--- src/design/assert_macros.svh ---
// Assertion macros used by the training unit back part.
`ifndef ASSERT_MACROS_SVH
`define ASSERT_MACROS_SVH
`ifndef ASSERT_OFF
`define ASSERT_IMP(lbl, clk, rst_n, ante, cons) \
	lbl: assert property (@(posedge clk) disable iff (!rst_n) (ante) |-> (cons)) \
		else $error("assertion failed");
`define ASSERT_NXT(lbl, clk, rst_n, ante, cons) \
	lbl: assert property (@(posedge clk) disable iff (!rst_n) (ante) |=> (cons)) \
		else $error("assertion failed");
`else
`define ASSERT_IMP(lbl, clk, rst_n, ante, cons)
`define ASSERT_NXT(lbl, clk, rst_n, ante, cons)
`endif
`endif

--- src/design/sgdr_pkg.sv ---
// Types, constants and arithmetic helpers of the training unit register block.
`timescale 1ns / 1ps
`default_nettype none
package sgdr_pkg;
	localparam logic [6:0] CMD_ADDR  = 7'd28;
	localparam logic [6:0] W1_BASE   = 7'd32;
	localparam logic [6:0] W2_BASE   = 7'd48;
	localparam logic [6:0] D2_BASE   = 7'd64;
	localparam logic [6:0] D1_BASE   = 7'd68;
	localparam logic [6:0] LOSS_ADDR = 7'd76;
	localparam logic [6:0] GRAD_BASE = 7'd12;

	localparam int CMD_BITS = 5;
	localparam int CMD_OUT  = 0;
	localparam int CMD_HID  = 1;
	localparam int CMD_W2   = 2;
	localparam int CMD_W1   = 3;
	localparam int CMD_CLR  = 4;

	typedef enum logic [3:0] {
		TGT_NONE, TGT_ACT, TGT_PRE, TGT_TGT, TGT_GRAD, TGT_CMD,
		TGT_W1, TGT_W2, TGT_OD, TGT_HD, TGT_LOSS
	} tgt_t;

	typedef struct packed {
		logic        wr;
		tgt_t        tgt;
		logic [3:0]  idx;
		logic [31:0] data;
	} op_t;

	typedef enum logic [6:0] {
		ST_IDLE = 7'b0000001,
		ST_ERR  = 7'b0000010,
		ST_OUT  = 7'b0000100,
		ST_HID  = 7'b0001000,
		ST_W2   = 7'b0010000,
		ST_W1   = 7'b0100000,
		ST_CLR  = 7'b1000000
	} st_t;

	function automatic logic signed [31:0] clamp_f(input logic signed [31:0] v,
		input logic [30:0] lim);
		logic signed [32:0] l;
		logic signed [32:0] w;
		logic signed [31:0] r;
		l = (lim == 31'd0) ? 33'sd1 : $signed({2'b00, lim});
		w = 33'(v);
		if (w < -l) r = 32'(-l);
		else if (w > l - 33'sd1) r = 32'(l - 33'sd1);
		else r = v;
		return r;
	endfunction

	function automatic logic signed [31:0] leaky_f(input logic signed [31:0] x,
		input logic neg, input logic [3:0] ls, input logic [4:0] frac);
		logic signed [63:0] p;
		logic [4:0] sh;
		logic signed [31:0] r;
		sh = neg ? (frac - 5'(ls)) : frac;
		p = (64'(x) <<< sh) + (64'sd1 <<< (frac - 5'd1));
		p = p >>> frac;
		if (neg && (5'(ls) > frac)) r = 32'sd0;
		else r = p[31:0];
		return r;
	endfunction

	function automatic logic signed [31:0] upd_f(input logic signed [31:0] w,
		input logic signed [31:0] g, input logic [4:0] rs);
		logic signed [33:0] d;
		logic signed [31:0] r;
		d = 34'(w) - 34'(g >>> rs);
		if (d < -34'sd32768) r = -32'sd32768;
		else if (d > 34'sd32767) r = 32'sd32767;
		else r = d[31:0];
		return r;
	endfunction
endpackage
`default_nettype wire

--- src/design/sgdr_front.sv ---
// Front part: accepts bus requests and decodes each into a bank target.
`timescale 1ns / 1ps
`default_nettype none
module sgdr_front (
	input  wire logic                req_valid,
	output logic                     req_ready,
	input  wire logic                req_type,
	input  wire logic [6:0]          word_addr,
	input  wire logic signed [31:0]  write_data,
	output logic                     push,
	output sgdr_pkg::op_t            push_op,
	input  wire logic                q_full
);
	import sgdr_pkg::*;

	assign req_ready = !q_full;
	assign push = req_valid && !q_full;

	always_comb begin
		push_op.wr = req_type;
		push_op.data = write_data;
		push_op.idx = 4'(word_addr[1:0]);
		push_op.tgt = TGT_NONE;
		if (req_type) begin
			if (word_addr <= 7'd3) push_op.tgt = TGT_ACT;
			else if (word_addr <= 7'd7) push_op.tgt = TGT_PRE;
			else if (word_addr <= 7'd11) push_op.tgt = TGT_TGT;
			else if (word_addr <= 7'd27) begin
				push_op.tgt = TGT_GRAD;
				push_op.idx = 4'(word_addr - GRAD_BASE);
			end else if (word_addr == CMD_ADDR) push_op.tgt = TGT_CMD;
		end else begin
			if (word_addr == LOSS_ADDR) push_op.tgt = TGT_LOSS;
			else if (word_addr >= D1_BASE && word_addr <= 7'd71) push_op.tgt = TGT_HD;
			else if (word_addr >= D2_BASE && word_addr <= 7'd65) push_op.tgt = TGT_OD;
		end
		if (word_addr >= W1_BASE && word_addr <= 7'd47) begin
			push_op.tgt = TGT_W1;
			push_op.idx = word_addr[3:0];
		end else if (word_addr >= W2_BASE && word_addr <= 7'd55) begin
			push_op.tgt = TGT_W2;
			push_op.idx = 4'(word_addr[2:0]);
		end
	end
endmodule
`default_nettype wire

--- config.mk ---
export PLATFORM = sky130hd
export DESIGN_NAME = sgdr_front
export DESIGN_NICKNAME = d
export VERILOG_FILES = /design/src/design/assert_macros.svh /design/src/design/sgdr_pkg.sv /design/src/design/sgdr_front.sv
export SDC_FILE = /design/constraint.sdc
export NUM_CORES = 1
export LEC_CHECK = 0
export ABC_AREA = 1
export BUFFER_PORTS_ARGS = -buffer_cell sky130_fd_sc_hd__buf_4
export CAP_MARGIN = 15
export CELL_PAD_IN_SITES_DETAIL_PLACEMENT = 2
export CELL_PAD_IN_SITES_GLOBAL_PLACEMENT = 2
export CORE_AREA = 2 2 79 81
export DETAILED_ROUTE_END_ITERATION = 16
export DIE_AREA = 0 0 81 83
export PLACE_DENSITY_LB_ADDON = 0.1
export SETUP_SLACK_MARGIN = 0.15
export SYNTH_ARGS = -nofsm -noshare
export SYNTH_HDL_FRONTEND = slang
export SYNTH_SLANG_ARGS = --single-unit
--- constraint.sdc ---
create_clock -name vclk -period 1.1
set_clock_uncertainty 0.2 [all_clocks]
set_input_delay 0.055 -clock vclk [all_inputs]
set_output_delay 0.055 -clock vclk [all_outputs]
set_load 0.05 [all_outputs]
==> results of run 1 <==
[tightest hold or removal path, stage by stage]
cell	delay (ns)
buf_4	0.09
nor2_2	0.03
buf_4	0.17
[cell type report]
type	instances	area share [%]
repair buffers	77	51.1
inverters	14	4.02
multi-input cells	83	38.9
well taps	75	6.02
[power by group through the flow]
stage,combinational (mW),sequential [mW],clock [mW]
after floorplan,0.547,0,0
after detailed placement,0.415,0,0
after global routing,0.876,0,0
after CTS,0.810,0,0
final,0.830,0,0
after global placement,0.416,0,0
[synth_stat cells]
library cell / count
buf_4: 35
nand2_1: 28
nand3_1: 17
nor2_1: 14
inv_1: 13
ha_1: 4
nand2_2: 4
and2_1: 2
nand4_1: 2
nor3_1: 2
o21ai_1: 2
o22ai_1: 2
a21oi_1: 1
inv_2: 1
nand3b_1: 1
nor2_2: 1
nor2_4: 1
o21ai_0: 1
o21ai_2: 1
[how the worst max path moves through the flow]
stage | to | slack [ns] | cells past startpoint
4_1_cts | push_op[35] | -0.47 | 11
3_3_place_gp | push_op[34] | -0.67 | 11
2_1_floorplan | push_op[37] | -0.32 | 8
6_report | push_op[35] | -0.45 | 11
5_1_grt | push_op[34] | -0.54 | 11
3_5_place_dp | push_op[34] | -0.67 | 11
[metal layers]
metal  track usage, %  vias to the layer above
li1                 -                      468
met1             12.4                      439
met2             17.2                       41
met3            0.326                        0
met4                0                        0
met5                0                        -
[cells in the final DEF (no fill, tap or decap)]
| cell | n |
|---|---|
| nor2_2 | 5 |
| nand4_1 | 2 |
| ha_4 | 3 |
| o21ai_1 | 1 |
| clkinvlp_4 | 2 |
| nand2_1 | 21 |
| inv_4 | 1 |
| inv_1 | 8 |
| inv_2 | 3 |
| nand3_4 | 3 |
| nand3b_1 | 1 |
| nand3_1 | 9 |
| nand2_2 | 10 |
| nor2_1 | 8 |
| o21ai_4 | 1 |
| nand3_2 | 5 |
| nand2_4 | 1 |
| a21oi_2 | 1 |
| ha_2 | 1 |
| nor3_1 | 1 |
| nor3_2 | 1 |
| o22ai_2 | 2 |
| o21ai_2 | 2 |
| buf_8 | 4 |
| buf_6 | 4 |
| nor2_4 | 3 |
| dlymetal6s4s_1 | 32 |
| buf_12 | 1 |
| and2_1 | 2 |
| buf_4 | 36 |
[kinds of logic (layout without fill, tap and decap cells)]
group | Yosys count | count (layout) | synth area share [%]
AOI/OAI and AO/OA | 7 | 7 | 5.62
and+or+nand+nor | 72 | 72 | 44.6
adders and majority gates | 4 | 4 | 6.81
buffers and inverters | 49 | 91 | 42.9
[per-stage QoR]
step | power (mW) | TNS, ns | instances
floorplan | 0.547 | -1.23 | 132
global placement | 0.416 | -3.55 | 214
detailed placement | 0.415 | -3.60 | 214
CTS | 0.810 | -4.40 | 248
global route | 0.876 | -3.08 | 249
finish | 0.830 | -2.47 | 249
[what timing repair did]
item,4_1_cts,5_1_grt
gates resized for setup,42,37
hold buffers,32,0
setup buffers,2,1
pin swaps,10,9
endpoints found under the hold margin,32,0
endpoints found under the setup margin,6,38
==> results.cfg, run 1 <==
[synthesis]
synth_cell_type_count = 19
yosysWarnings = 0
syn_nets = 178
syn-cell-area_um2 = 734
synth_seq_area_share_pct = 0
syn_avg_cell_area_um2 = 5.56
synth.largest_area_cell = buf_4
synth_area_leaders = buf_4 (36%), nand2_1 (14%), nand3_1 (12%)
yosys.area.top_type_share_pct = 35.8
synthCells = 132

[floorplan]
dieArea_um2 = 6720
die_h_um = 83
design.core.area_um2 = 5820
ioPinCount = 85
fp-row-count = 28
dieWidth_um = 81
start_util_pct = 12.6

[global_route]
first_global_vias = 987
antenna_found_initial = 0
grt_max_degree = 9
grt_pass1_wl_mm = 5.06
grt_usage_pct = 9.25
overflow = 0

[setup_path]
crit_family = simple AND/OR/NAND/NOR gates
worstSetupEndpointType = output port
worst-path-buf-inv = 3
path_cells = buf_12 -> clkinvlp_4 -> ha_4 -> nand3_4 -> nand3_2 -> nand2_2 -> nand2_2 -> nor2_4 -> nand3_2 -> o21ai_4 -> buf_6
slowest_delay_ns = 0.21
crit_start = word_addr[2]
worstSetupStartpointType = input port
cp_slowest_cell = ha_4
cp_max_fo = 5
crit_type = input port to output port
required_ns = 0.84
critical_path_arrival_ns = 1.30

[drt]
drtPass1Iterations = 3
dr_wl_met3_um = 177
vias = 948
avgViaCountPerCell = 3.81
route.met2.wl_mm = 1.74
drc = 0
wl_per_cell_um = 12.7
top_layer = met3
wl_met1_mm = 1.25
drtIter0Drc = 23
wl_mm = 3.17
postRouteAntennaNets = 0

[place]
gp_congestion = 0.739
io_buffers = 21
place_area_um2 = 945
dp_hpwl_mm = 2.50
pre_cts_ws_ns = -0.670

[pwr]
ir_worst_vdd_mv = 0.185
pwr-share-clk_pct = 0
p_seq_share_pct = 0
p_comb_share_pct = 100.0
p_sw_uw = 530
leakagePower_nw = 0.939
swShare_pct = 63.8
p_per_area_nw_per_um2 = 533
internal-power_uw = 300

[final_layout]
syn2layout_area_growth_pct = 112
num-fill-cells = 677
drive_above_1_share_pct = 51.1
fin_nets = 222
final_area_um2 = 1560
nFlopsAndLatches = 0
num_antenna_cells = 0
area.sequential_um2 = 0
multi_input_area_um2 = 606
final_util_pct = 26.8
nClkBuffers = 0

[sta]
setup_slack_ns = -0.450
drv_slew = 0
rsz0062_at_grt = true
finalHoldViolCount = 0
finalCriticalPeriod_ns = 1.55
worst_slew_pin_slew_ns = 0.512
setup_violations = 6
hold_ws_ns = 0.204
period_share_pct = 141
max_freq_mhz = 645
relSlewSlack_pct = 66.0

[outcome]
outcome = finished with violations
failed_checks = setup timing

[min_path]
min_to = push
min_path_cells = 3
hp-start = q_full
min_path_type = input port to output port

[job]
drv_cap = 0
Power figures use the tool's default switching activity.
==> inputs of run 2 (changes only) <==
--- a/config.mk
+++ b/config.mk
@@ -10,9 +10,9 @@
 export CAP_MARGIN = 15
 export CELL_PAD_IN_SITES_DETAIL_PLACEMENT = 2
 export CELL_PAD_IN_SITES_GLOBAL_PLACEMENT = 2
-export CORE_AREA = 2 2 79 81
+export CORE_AREA = 2 2 73 75
 export DETAILED_ROUTE_END_ITERATION = 16
-export DIE_AREA = 0 0 81 83
+export DIE_AREA = 0 0 75 77
 export PLACE_DENSITY_LB_ADDON = 0.1
 export SETUP_SLACK_MARGIN = 0.15
 export SYNTH_ARGS = -nofsm -noshare
==> constraint.sdc (replaced) <==
create_clock -name vclk -period 1.95
set_clock_uncertainty 0.2 [all_clocks]
set_input_delay 0.0975 -clock vclk [all_inputs]
set_output_delay 0.0975 -clock vclk [all_outputs]
set_load 0.05 [all_outputs]
==> results.cfg, run 2 (same netlist as run 1, synthesis figures left out) <==
[place]
gp_congestion = 0.723
io_buffers = 21
pre_cts_ws_ns = 0.0412
place_area_um2 = 732
placed_cells = 190
dp_hpwl_mm = 2.15

[sta]
drv_slew = 0
finalCriticalPeriod_ns = 1.69
relSlewSlack_pct = 65.3
period_share_pct = 86.8
worst_slew_pin_slew_ns = 0.519
finalHoldViolCount = 0
setup_slack_ns = 0.257
rsz0062_at_grt = false
max_freq_mhz = 591
setup_violations = 0

[global_route]
overflow = 0
first_global_vias = 883
use_met3_pct = 0.263
grt_busiest_layer = met2
antenna_found_initial = 0
met2_usage_pct = 17.2
grt_usage_pct = 9.04
globalRouteMet1Util_pct = 11.7
grt_pass1_wl_mm = 4.20
grt_max_degree = 8

[drt]
wl_per_cell_um = 12.6
drtIter0Drc = 21
avgViaCountPerCell = 3.98
drtPass1Iterations = 4
vias = 891
postRouteAntennaNets = 0
wl_mm = 2.83
drc = 0

[setup_path]
worstSetupEndpointType = output port
critical_path_arrival_ns = 1.40
crit_type = input port to output port
required_ns = 1.65
cp_max_fo = 6
crit_start = word_addr[2]
worstSetupStartpointType = input port

[floorplan]
die_h_um = 77
start_util_pct = 14.8
fp-row-count = 26
dieArea_um2 = 5780
ioPinCount = 85
design.core.area_um2 = 4980
dieWidth_um = 75

[final_layout]
fin_nets = 202
syn2layout_area_growth_pct = 52.6
final_area_um2 = 1120
nFlopsAndLatches = 0
num_antenna_cells = 0
final_cells = 224
drive_above_1_share_pct = 27.3
layout_common_cells = dlygate4sd3_1 (32), nand2_1 (28), buf_4 (21), nor2_1 (14), nand3_1 (12)
area.sequential_um2 = 0
num-fill-cells = 594
final_common_cell = dlygate4sd3_1
nClkBuffers = 0
final_util_pct = 22.5

[pwr]
leakagePower_nw = 0.534
p_per_area_nw_per_um2 = 343
ir_worst_vdd_mv = 0.101
power_uw = 385

[min_path]
min_path_type = input port to output port
hp-start = q_full

[job]
drv_cap = 0

[outcome]
outcome = completed
[run 2: cell types whose count changed in the layout (fill, tap and decap cells not counted), sizes merged]
cell,delta
dlygate4sd3,+32
dlymetal6s4s,-32
buf,-20
clkinvlp,-1
inv,+1
[run 2: routing by layer]
layer	part of all wire, %	routed length, um	vias to the layer above
met2	53	1510	46
met5	0	0	-
li1	-	-	430
met3	6.2	175	0
met4	0	0	0
met1	40	1140	415
[run 2: power breakdown]
part / switching (mW) / internal [mW]
Sequential: 0 / 0
Combinational: 0.272 / 0.113
Clock: 0 / 0
Total: 0.272 / 0.113
[run 2: metrics by stage]
stage	hold slack [ns]	setup TNS, ns
6_report	0.290	0
5_1_grt	0.301	0
4_1_cts	0.291	0
3_5_place_dp	-0.00466	0
3_3_place_gp	-0.00466	-0.0666
2_1_floorplan	0.162	0
[run 2: timing repair]
item | in CTS | in global routing
endpoints found under the setup margin | 4 | 4
hold endpoints to repair | 32 | 0
resized for setup | 6 | 9
hold buffers | 32 | 0
setup buffers | 2 | 0
pin swaps | 0 | 1
[run 2: cell type report]
cell class                      count  area, um2  area share [%]
Timing Repair Buffer               57        523            46.7
Multi-Input combinational cell     83        454            40.5
Tap cell                           70       87.6            7.81
Inverter                           14       56.3            5.02
[run 2: worst paths after layout]
| check | cells past startpoint | endpoint | slack, ns |
|---|---|---|---|
| worst min-delay path | 3 | req_ready | 0.29 |
| worst max-delay path | 11 | push_op[38] | 0.26 |
[run 2: worst max-delay path, stage by stage]
cell        delay (ns)
buf_4             0.14
clkinvlp_4        0.14
ha_2              0.20
nand3_2           0.10
nand3_2           0.10
nand2_2           0.08
nand2_2           0.07
nor2_4            0.12
o21ai_1           0.08
nand3_1           0.09
buf_6             0.17
