<file path="config.mk">
export PLATFORM = sky130hd
export DESIGN_NAME = sgdr_queue
export DESIGN_NICKNAME = d
export VERILOG_FILES = /design/src/design/assert_macros.svh /design/src/design/sgdr_pkg.sv /design/src/design/sgdr_queue.sv
export SDC_FILE = /design/constraint.sdc
export NUM_CORES = 1
export LEC_CHECK = 0
export BUFFER_PORTS_ARGS = -buffer_cell sky130_fd_sc_hd__clkbuf_2
export CORE_UTILIZATION = 56
export CTS_CLUSTER_SIZE = 8
export DETAILED_ROUTE_END_ITERATION = 12
export MAX_ROUTING_LAYER = met4
export PLACE_DENSITY = 0.93
export SYNTH_ARGS = -nofsm -noshare
export SYNTH_HDL_FRONTEND = slang
export SYNTH_SLANG_ARGS = --single-unit
</file>
<file path="constraint.sdc">
create_clock -name clk -period 6.7 [get_ports clk]
set_clock_uncertainty 0.05 [all_clocks]
set_input_delay 0.67 -clock clk [delete_from_list [all_inputs] [get_ports clk]]
set_output_delay 0.67 -clock clk [all_outputs]
set_load 0.1 [all_outputs]
</file>
<file path="src/design/assert_macros.svh">
// Assertion macros used by the training unit back part.
`ifndef ASSERT_MACROS_SVH
`define ASSERT_MACROS_SVH
`ifndef ASSERT_OFF
`define ASSERT_IMP(lbl, clk, rst_n, ante, cons) \
	lbl: assert property (@(posedge clk) disable iff (!rst_n) (ante) |-> (cons)) \
		else $error("assertion failed");
`define ASSERT_NXT(lbl, clk, rst_n, ante, cons) \
	lbl: assert property (@(posedge clk) disable iff (!rst_n) (ante) |=> (cons)) \
		else $error("assertion failed");
`else
`define ASSERT_IMP(lbl, clk, rst_n, ante, cons)
`define ASSERT_NXT(lbl, clk, rst_n, ante, cons)
`endif
`endif

</file>
<file path="src/design/sgdr_pkg.sv">
// Types, constants and arithmetic helpers of the training unit register block.
`timescale 1ns / 1ps
`default_nettype none
package sgdr_pkg;
	localparam logic [6:0] CMD_ADDR  = 7'd28;
	localparam logic [6:0] W1_BASE   = 7'd32;
	localparam logic [6:0] W2_BASE   = 7'd48;
	localparam logic [6:0] D2_BASE   = 7'd64;
	localparam logic [6:0] D1_BASE   = 7'd68;
	localparam logic [6:0] LOSS_ADDR = 7'd76;
	localparam logic [6:0] GRAD_BASE = 7'd12;

	localparam int CMD_BITS = 5;
	localparam int CMD_OUT  = 0;
	localparam int CMD_HID  = 1;
	localparam int CMD_W2   = 2;
	localparam int CMD_W1   = 3;
	localparam int CMD_CLR  = 4;

	typedef enum logic [3:0] {
		TGT_NONE, TGT_ACT, TGT_PRE, TGT_TGT, TGT_GRAD, TGT_CMD,
		TGT_W1, TGT_W2, TGT_OD, TGT_HD, TGT_LOSS
	} tgt_t;

	typedef struct packed {
		logic        wr;
		tgt_t        tgt;
		logic [3:0]  idx;
		logic [31:0] data;
	} op_t;

	typedef enum logic [6:0] {
		ST_IDLE = 7'b0000001,
		ST_ERR  = 7'b0000010,
		ST_OUT  = 7'b0000100,
		ST_HID  = 7'b0001000,
		ST_W2   = 7'b0010000,
		ST_W1   = 7'b0100000,
		ST_CLR  = 7'b1000000
	} st_t;

	function automatic logic signed [31:0] clamp_f(input logic signed [31:0] v,
		input logic [30:0] lim);
		logic signed [32:0] l;
		logic signed [32:0] w;
		logic signed [31:0] r;
		l = (lim == 31'd0) ? 33'sd1 : $signed({2'b00, lim});
		w = 33'(v);
		if (w < -l) r = 32'(-l);
		else if (w > l - 33'sd1) r = 32'(l - 33'sd1);
		else r = v;
		return r;
	endfunction

	function automatic logic signed [31:0] leaky_f(input logic signed [31:0] x,
		input logic neg, input logic [3:0] ls, input logic [4:0] frac);
		logic signed [63:0] p;
		logic [4:0] sh;
		logic signed [31:0] r;
		sh = neg ? (frac - 5'(ls)) : frac;
		p = (64'(x) <<< sh) + (64'sd1 <<< (frac - 5'd1));
		p = p >>> frac;
		if (neg && (5'(ls) > frac)) r = 32'sd0;
		else r = p[31:0];
		return r;
	endfunction

	function automatic logic signed [31:0] upd_f(input logic signed [31:0] w,
		input logic signed [31:0] g, input logic [4:0] rs);
		logic signed [33:0] d;
		logic signed [31:0] r;
		d = 34'(w) - 34'(g >>> rs);
		if (d < -34'sd32768) r = -32'sd32768;
		else if (d > 34'sd32767) r = 32'sd32767;
		else r = d[31:0];
		return r;
	endfunction
endpackage
`default_nettype wire

</file>
<file path="src/design/sgdr_queue.sv">
// Two-entry queue of decoded requests between the front and back parts.
`timescale 1ns / 1ps
`default_nettype none
module sgdr_queue (
	input  wire logic           clk,
	input  wire logic           arst_n,
	input  wire logic           push,
	input  wire sgdr_pkg::op_t  push_op,
	output logic                full,
	input  wire logic           pop,
	output logic                head_valid,
	output sgdr_pkg::op_t       head
);
	import sgdr_pkg::*;

	op_t        mem_q [2];
	logic       wptr_q;
	logic       rptr_q;
	logic [1:0] cnt_q;

	assign full = (cnt_q == 2'd2);
	assign head_valid = (cnt_q != 2'd0);
	assign head = mem_q[rptr_q];

	always_ff @(posedge clk or negedge arst_n) begin
		if (!arst_n) begin
			wptr_q <= 1'b0;
			rptr_q <= 1'b0;
			cnt_q <= 2'd0;
		end else begin
			if (push) wptr_q <= !wptr_q;
			if (pop) rptr_q <= !rptr_q;
			if (push && !pop) cnt_q <= cnt_q + 2'd1;
			else if (pop && !push) cnt_q <= cnt_q - 2'd1;
		end
	end

	always_ff @(posedge clk) begin
		if (push) mem_q[wptr_q] <= push_op;
	end
endmodule
`default_nettype wire

</file>
==> results.py, run 1 <==
metrics = {
    "logic_synthesis": {
        "synth_commonest_cells": "edfxtp_1 (82), mux2_4 (39), buf_12 (4), dfrtp_1 (4), xor2_1 (4)",
        "synthFlopType": "edfxtp_1",
        "syn_nets": 190,
        "synth_seq_cells": 86,
        "yosysMostFrequentCell": "edfxtp_1",
        "ys_seq_area_share_pct": 76.5,
        "syn_inst": 144,
        "syn_area_sq_mm": 0.00335,
        "synth_top_area_share_pct": 73.5,
        "syn_area_per_cell_sq_um": 23.3,
        "yosys.area.top_type": "edfxtp_1",
        "synth.yosys.warnings": 0,
        "synth_area_leaders": "edfxtp_1 (73%), mux2_4 (17%), dfrtp_1 (3.0%), buf_12 (2.4%), xor2_1 (1.0%)",
        "synth-edff-count": 82,
        "synth_cell_types": 14,
        "async_flop_share_pct": 4.65,
    },
    "job": {
        "drv_cap": 0,
    },
    "worst_setup_path": {
        "critPathMaxFanout": 22,
        "start_kind": "flop",
        "worst_setup_path_end_kind": "output port",
        "path_class": "reg2out",
        "crit_required_ns": 5.98,
        "arrival_ns": 2.32,
    },
    "drt": {
        "drt_iter0_drc": 68,
        "vias": 1563,
        "wirelength_um": 4760,
        "drt-pass1-iter-count": 4,
        "via_per_inst": 4.96,
        "ant_nets": 0,
        "wl_per_cell_um": 15.1,
        "drcViolationCount": 0,
    },
    "die": {
        "fp.dieH_um": 79.4,
        "initial_core_util_pct": 59.4,
        "rows": 27,
        "die_width_um": 79.4,
        "io_pins": 88,
        "die-area_sq_mm": 0.00630,
        "core_sq_mm": 0.00564,
    },
    "timing": {
        "post-route-min-period_ns": 3.04,
        "finalHoldViolCount": 0,
        "fin_crit_sh_pct": 45.4,
        "fin_setup_tns_ns": 0,
        "finalSetupViolCount": 0,
        "rsz0062_at_grt": "false",
        "tightest_slew_ns": 1.15,
        "slew_violations": 0,
        "fmax_ghz": 0.328,
        "relSlewSlack_pct": 22.9,
        "whs_ns": 0.0787,
    },
    "cells_and_area": {
        "register_area_sq_mm": 0.00256,
        "drive_gt1_share_pct": 59.7,
        "final_nets": 284,
        "multi_input_area_sq_um": 702,
        "area_growth_pct": 18.1,
        "antennaDiodeCount": 0,
        "layout.cells.non_filler": 315,
        "fillCellCount": 366,
    },
    "global_routing": {
        "antenna_found_initial": 0,
        "grt_pass1_vias": 1587,
        "grt_max_degree": 42,
        "grt_pass1_wl_um": 7400,
        "track_usage_pct": 16.9,
        "overflow": 0,
    },
    "cts": {
        "clock_path_buffers": 2,
        "path_clk_slew_ns": 0.07,
        "cts.sinks": 86,
        "cts_made_buffers": 9,
        "cts_root_buf": "clkbuf_8",
        "clk-insertion-delay-late_ns": 0.34,
        "htree_levels": 3,
        "cts_hold_buffers": 0,
        "cts_resized": 0,
        "cts_tree": "done",
        "post-cts-setup-buffers": 0,
    },
    "place": {
        "gp_congestion": 0.640,
        "hpwl_um": 3240,
        "io_buffers": 87,
        "placed_cells_incl_taps": 299,
    },
    "min_path": {
        "hold_class": "in2async",
    },
    "status": {
        "status": "complete, no violations",
    },
}
==> sequential cells by signal (all words and copies together), names as in the netlist <==
| register | count |
|---|---|
| cnt_q | 2 |
| mem_q | 82 |
| rptr_q | 1 |
| wptr_q | 1 |
==> through the flow <==
step,util (%),cell area (sq um),setup slack [ns]
3_3_place_gp,67.4,3800,4.02
6_report,70.2,3960,3.66
5_1_grt,70.2,3960,3.56
4_1_cts,70.2,3960,3.62
3_5_place_dp,67.4,3800,3.99
2_1_floorplan,-,3350,3.70
==> worst paths after layout <==
path | from | end | slack [ns] | cells after the start
setup / recovery | rptr_q | head[15] | 3.66 | 3
hold / removal | arst_n | cnt_q[0] | 0.08 | 1
min in group clk | cnt_q[1] | cnt_q[1] | 0.45 | 1
hold reg to reg | cnt_q[1] | cnt_q[1] | 0.45 | 1
max in group asynchronous | arst_n | rptr_q | 6.38 | 1
setup reg to reg | wptr_q | mem_q[0][3] | 4.91 | 1
==> cells by family after synthesis <==
logic type | count (synthesis) | synth area share [%]
adders and majority gates | 1 | 0.373
and+or+nand+nor | 5 | 0.859
DFF | 86 | 76.5
xor gates and xnor gates | 5 | 1.31
muxes | 41 | 18.1
buffers and inverters | 6 | 2.84
==> routing by layer <==
layer	part of all wire, %	GRT usage [%]
met3	5.5	4.02
met5	0	-
met4	1.8	8.18
met1	45	22.0
met2	47	25.3
==> worst max-delay path, cell delays in order (launching register included) <==
cell and delay [ns]:
dfrtp_2 0.77, buf_4 0.49, mux2_4 0.35, clkbuf_2 0.37
==> layout by cell type (no fill, tap or decap), types with 2 or more instances in the layout <==
master,count
clkbuf_8,9
clkbuf_2,87
clkinv_1,3
edfxtp_1,82
mux2_2,2
xor2_1,4
mux2_4,39
clkinv_2,2
dfrtp_1,3
==> final cells by class <==
type	instances	share of cell area [%]
sequential	86	64.8
multi-input combinational	52	17.7
timing repair buffer	88	11.2
clock buffer	10	3.22
tap	72	2.28
clock inverter	6	0.727
inverter	1	0.0948
Power of run 1 is left out: the tool's default activity adds up to more than one toggle a clock period on the data nets, which glitch-free logic cannot reach.
==> inputs of run 2 (changes only) <==
ABC_AREA = 1   (was not set)
CORE_UTILIZATION = 52   (was 56)
PLACE_DENSITY = 0.88   (was 0.93)
clock period = 2.9 ns   (was 6.7 ns; I/O delays follow)
==> results.py, run 2 <==
metrics = {
    "status": {
        "status": "complete, no violations",
    },
    "cells_and_area": {
        "area_growth_pct": 20.6,
        "largest_register_ff_count": 82,
        "final_nets": 297,
        "final_common_cell": "clkbuf_2",
        "regMostFlops": "mem_q",
        "antennaDiodeCount": 0,
        "layout_common_cells": "clkbuf_2 (87), edfxtp_1 (82), mux2_4 (39), clkbuf_8 (9)",
        "top_regs": "mem_q (82), cnt_q (2)",
        "drive_gt1_share_pct": 57.0,
    },
    "cts": {
        "cts_root_buf": "clkbuf_8",
        "path_clk_slew_ns": 0.08,
        "cts.sinks": 86,
        "clk-insertion-delay-late_ns": 0.33,
        "post-cts-setup-buffers": 0,
        "cts_resized": 0,
        "htree_levels": 3,
        "cts_hold_buffers": 1,
        "cts_tree": "done",
        "cts_made_buffers": 9,
        "clock_path_buffers": 2,
    },
    "logic_synthesis": {
        "async_flop_share_pct": 4.65,
        "synthFlopType": "edfxtp_1",
        "synth_commonest_cells": "edfxtp_1 (82), mux2_4 (39), inv_1 (7), nand2_1 (6)",
        "syn_inst": 153,
        "synth_top_area_share_pct": 73.1,
        "synth_area_leaders": "edfxtp_1 (73%), mux2_4 (17%), dfrtp_1 (3.0%), buf_12 (2.4%), inv_1 (0.78%)",
        "syn_area_sq_mm": 0.00337,
        "ys_seq_area_share_pct": 76.1,
        "synth.yosys.warnings": 0,
        "synth_seq_cells": 86,
        "syn_area_per_cell_sq_um": 22.0,
        "yosys.area.top_type": "edfxtp_1",
        "syn_nets": 199,
        "synth_cell_types": 14,
        "synth-edff-count": 82,
        "yosysMostFrequentCell": "edfxtp_1",
    },
    "min_path": {
        "hold_path_depth": 1,
        "hold_class": "in2reg",
    },
    "timing": {
        "slew_violations": 0,
        "fin_crit_sh_pct": 84.8,
        "tightest_slew_ns": 0.653,
        "relSlewSlack_pct": 56.4,
        "finalSetupViolCount": 0,
        "fmax_ghz": 0.407,
        "fin_setup_tns_ns": 0,
        "rsz0062_at_grt": "false",
        "finalHoldViolCount": 0,
        "post-route-min-period_ns": 2.46,
    },
    "drt": {
        "ant_nets": 0,
        "drcViolationCount": 0,
        "drt-pass1-iter-count": 4,
        "via_per_inst": 4.94,
        "drt_iter0_drc": 88,
        "wirelength_um": 4960,
        "wl_per_cell_um": 15.0,
        "vias": 1634,
    },
    "global_routing": {
        "overflow": 0,
        "grt_pass1_vias": 1579,
        "track_usage_pct": 15.9,
        "antenna_found_initial": 0,
        "grt_pass1_wl_um": 7420,
        "grt_max_degree": 26,
    },
    "worst_setup_path": {
        "crit_required_ns": 2.56,
        "path_class": "reg2out",
        "critPathMaxFanout": 22,
        "slowest_stage": "dfrtp_2",
        "arrival_ns": 2.12,
        "reg2regPathDepth": 2,
        "worst_setup_path_end_kind": "output port",
        "path_cells": "buf_12 > mux2_4 > clkbuf_2",
        "cpPeakStageDelay_ns": 0.80,
        "start_kind": "flop",
    },
    "job": {
        "drv_cap": 0,
    },
    "die": {
        "rows": 28,
        "core_sq_mm": 0.00610,
        "die-area_sq_mm": 0.00680,
        "io_pins": 88,
        "die_width_um": 82.5,
        "fp.dieH_um": 82.5,
        "initial_core_util_pct": 55.3,
    },
    "place": {
        "io_buffers": 87,
        "hpwl_um": 3480,
        "gp_congestion": 0.689,
    },
}
==> run 2: cell count changes in the layout (fill, tap and decap cells not counted), moves of 2 or more <==
cell	change
buf_12	+2
clkbuf_1	+2
nand2_1	+6
inv_1	+5
xor2_1	-2
==> run 2: final cells by class <==
type / count / area [sq um]
Sequential cell: 86 / 2560
Fill cell: 441 / 2030
Multi-Input combinational cell: 55 / 696
Timing Repair Buffer: 92 / 500
Clock buffer: 12 / 135
Tap cell: 75 / 93.8
Clock inverter: 4 / 47.5
Inverter: 7 / 26.3
==> run 2: path summary, 6_finish.rpt <==
kind / from / end / slack [ns]
setup / recovery: rptr_q / head[8] / 0.44
hold / removal: push_op[6] / mem_q[0][6] / 0.09
setup reg to reg: wptr_q / mem_q[0][37] / 1.38
hold reg to reg: cnt_q[1] / cnt_q[1] / 0.44
max in group asynchronous: arst_n / rptr_q / 2.41
min in group asynchronous: arst_n / cnt_q[0] / 0.24
==> run 2: kinds of logic after synthesis <==
| logic type | Yosys count | synth area share, % |
|---|---|---|
| adder cells (fa/ha/maj) | 1 | 0.371 |
| XOR/XNOR | 3 | 0.780 |
| buffers and inverters | 12 | 3.49 |
| multiplexers | 41 | 18.1 |
| AND/OR/NAND/NOR | 10 | 1.23 |
| flip-flops | 86 | 76.1 |
==> run 2: metal layers <==
| metal | track usage [%] | part of all wire [%] | up-vias |
|---|---|---|---|
| met5 | - | 0 | - |
| met4 | 7.19 | 1.3 | 0 |
| met3 | 3.85 | 5.6 | 6 |
| met2 | 24.3 | 48 | 65 |
| met1 | 20.2 | 45 | 785 |
| li1 | - | - | 778 |
==> run 2: worst max-delay path: cells and delay by family, from the launching register on <==
family | cells | cell delay, ns
buffers and inverters | 2 | 0.65
flip-flops | 1 | 0.80
multiplexers | 1 | 0.32
==> run 2: stage by stage <==
stage	worst slack [ns]	cell area (sq um)	hold WS, ns	std cells	utilization (%)
global placement	0.775	3870	0.0533	314	63.5
CTS	0.405	4060	0.0731	331	66.6
global route	0.363	4060	0.0707	331	66.6
finish	0.441	4060	0.0879	331	66.6
floorplan	0.273	3370	-0.0556	153	-
detailed placement	0.772	3870	0.0544	314	63.5
Power of run 2 is left out for the same reason.
==> inputs of run 3 (changes only) <==
clock period = 2.3 ns   (was 2.9 ns; I/O delays follow)
==> results.py, run 3 (same netlist as run 2, synthesis figures left out) <==
metrics = {
    "timing": {
        "tightest_slew_ns": 0.557,
        "relSlewSlack_pct": 63.0,
        "post-route-min-period_ns": 2.07,
        "fin_crit_sh_pct": 90.2,
        "slew_violations": 0,
        "finalHoldViolCount": 0,
        "rsz0062_at_grt": "false",
        "fin_setup_tns_ns": 0,
        "fmax_ghz": 0.482,
        "finalSetupViolCount": 0,
        "fin_ws_ns": 0.226,
    },
    "global_routing": {
        "overflow": 0,
        "grt_max_degree": 42,
        "antenna_found_initial": 0,
        "grt_pass1_vias": 1579,
        "grt_pass1_wl_um": 7140,
        "track_usage_pct": 15.6,
    },
    "min_path": {
        "hold_end": "mem_q[1][12]",
        "hold_class": "in2reg",
        "hold_path_depth": 1,
        "worstHoldStart": "push_op[12]",
    },
    "worst_setup_path": {
        "start_kind": "flop",
        "worst_setup_path_end_kind": "output port",
        "arrival_ns": 1.79,
        "critPathMaxFanout": 22,
        "crit_required_ns": 2.02,
        "r2r_slack_ns": 0.89,
        "reg2regPathDepth": 3,
        "reg2reg_to": "mem_q[1][6]",
        "r2r-start": "wptr_q",
        "path_class": "reg2out",
    },
    "cells_and_area": {
        "layout_common_cells": "clkbuf_2 (87), edfxtp_1 (82), mux2_4 (39), clkbuf_8 (9)",
        "drive_gt1_share_pct": 57.6,
        "register_area_sq_mm": 0.00256,
        "final_common_cell": "clkbuf_2",
        "final_nets": 298,
        "multi_input_area_sq_um": 696,
        "fillCellCount": 417,
        "top_regs": "mem_q (82), cnt_q (2)",
        "utilization_pct": 66.4,
        "largest_register_ff_count": 82,
        "area_growth_pct": 20.1,
        "regMostFlops": "mem_q",
        "antennaDiodeCount": 0,
    },
    "place": {
        "gp_congestion": 0.623,
        "io_buffers": 87,
        "place_ws_ns": 0.565,
        "hpwl_um": 3250,
    },
    "cts": {
        "htree_levels": 3,
        "cts_resized": 0,
        "cts.sinks": 86,
        "cts_made_buffers": 9,
        "path_clk_slew_ns": 0.08,
        "cts_root_buf": "clkbuf_8",
        "clk-insertion-delay-late_ns": 0.33,
        "cts_tree": "done",
        "clock_path_buffers": 2,
        "cts_hold_buffers": 1,
        "post-cts-setup-buffers": 0,
    },
    "drt": {
        "drcViolationCount": 0,
        "drt_iter0_drc": 52,
        "vias": 1631,
        "wl_per_cell_um": 14.3,
        "wirelength_um": 4750,
        "met3_length_um": 367,
        "ant_nets": 0,
        "wl_met2_um": 2380,
        "wl_met1_um": 1900,
        "via_per_inst": 4.91,
        "highest_layer": "met4",
        "drt-pass1-iter-count": 4,
    },
    "die": {
        "die-area_sq_mm": 0.00680,
        "die_width_um": 82.5,
        "fp.dieH_um": 82.5,
        "rows": 28,
        "core_sq_mm": 0.00610,
        "io_pins": 88,
        "initial_core_util_pct": 55.3,
    },
    "job": {
        "drv_cap": 0,
    },
    "status": {
        "status": "complete, no violations",
    },
}
## run 3: per-stage QoR
step	instance area, sq um	hold WS [ns]	cells
floorplan	3370	-0.116	153
global route	4050	0.00689	332
finish	4050	0.0240	332
CTS	4050	0.00679	332
detailed placement	3850	0.00118	315
global placement	3850	-0.00753	315
## run 3: routing by layer
metal	global-route usage, %	vias to the layer above
li1	-	783
met1	17.1	769
met5	-	-
met3	4.62	12
met4	8.95	0
met2	25.4	67
## run 3: worst max-delay path by stage
stage,depth (start not counted),slack (ns),end,from
after global routing,3,0.15,head[32],rptr_q
after detailed placement,3,0.56,head[32],rptr_q
after floorplan,1,0.35,mem_q[0][0],wptr_q
after CTS,3,0.18,head[32],rptr_q
after global placement,3,0.57,head[32],rptr_q
final,3,0.23,head[32],rptr_q
## run 3: cell type report
cell class | count | area share [%]
Sequential cell | 86 | 63.4
Timing Repair Buffer | 93 | 11.9
Inverter | 7 | 0.650
Clock buffer | 12 | 3.34
Tap cell | 75 | 2.32
Clock inverter | 4 | 1.18
Multi-Input combinational cell | 55 | 17.2
## run 3: worst max-delay path, cell delays in order (launching register included)
cell and delay [ns]:
dfrtp_2 0.36, buf_4 0.35, mux2_2 0.38, clkbuf_2 0.37
Power of run 3 is left out for the same reason.
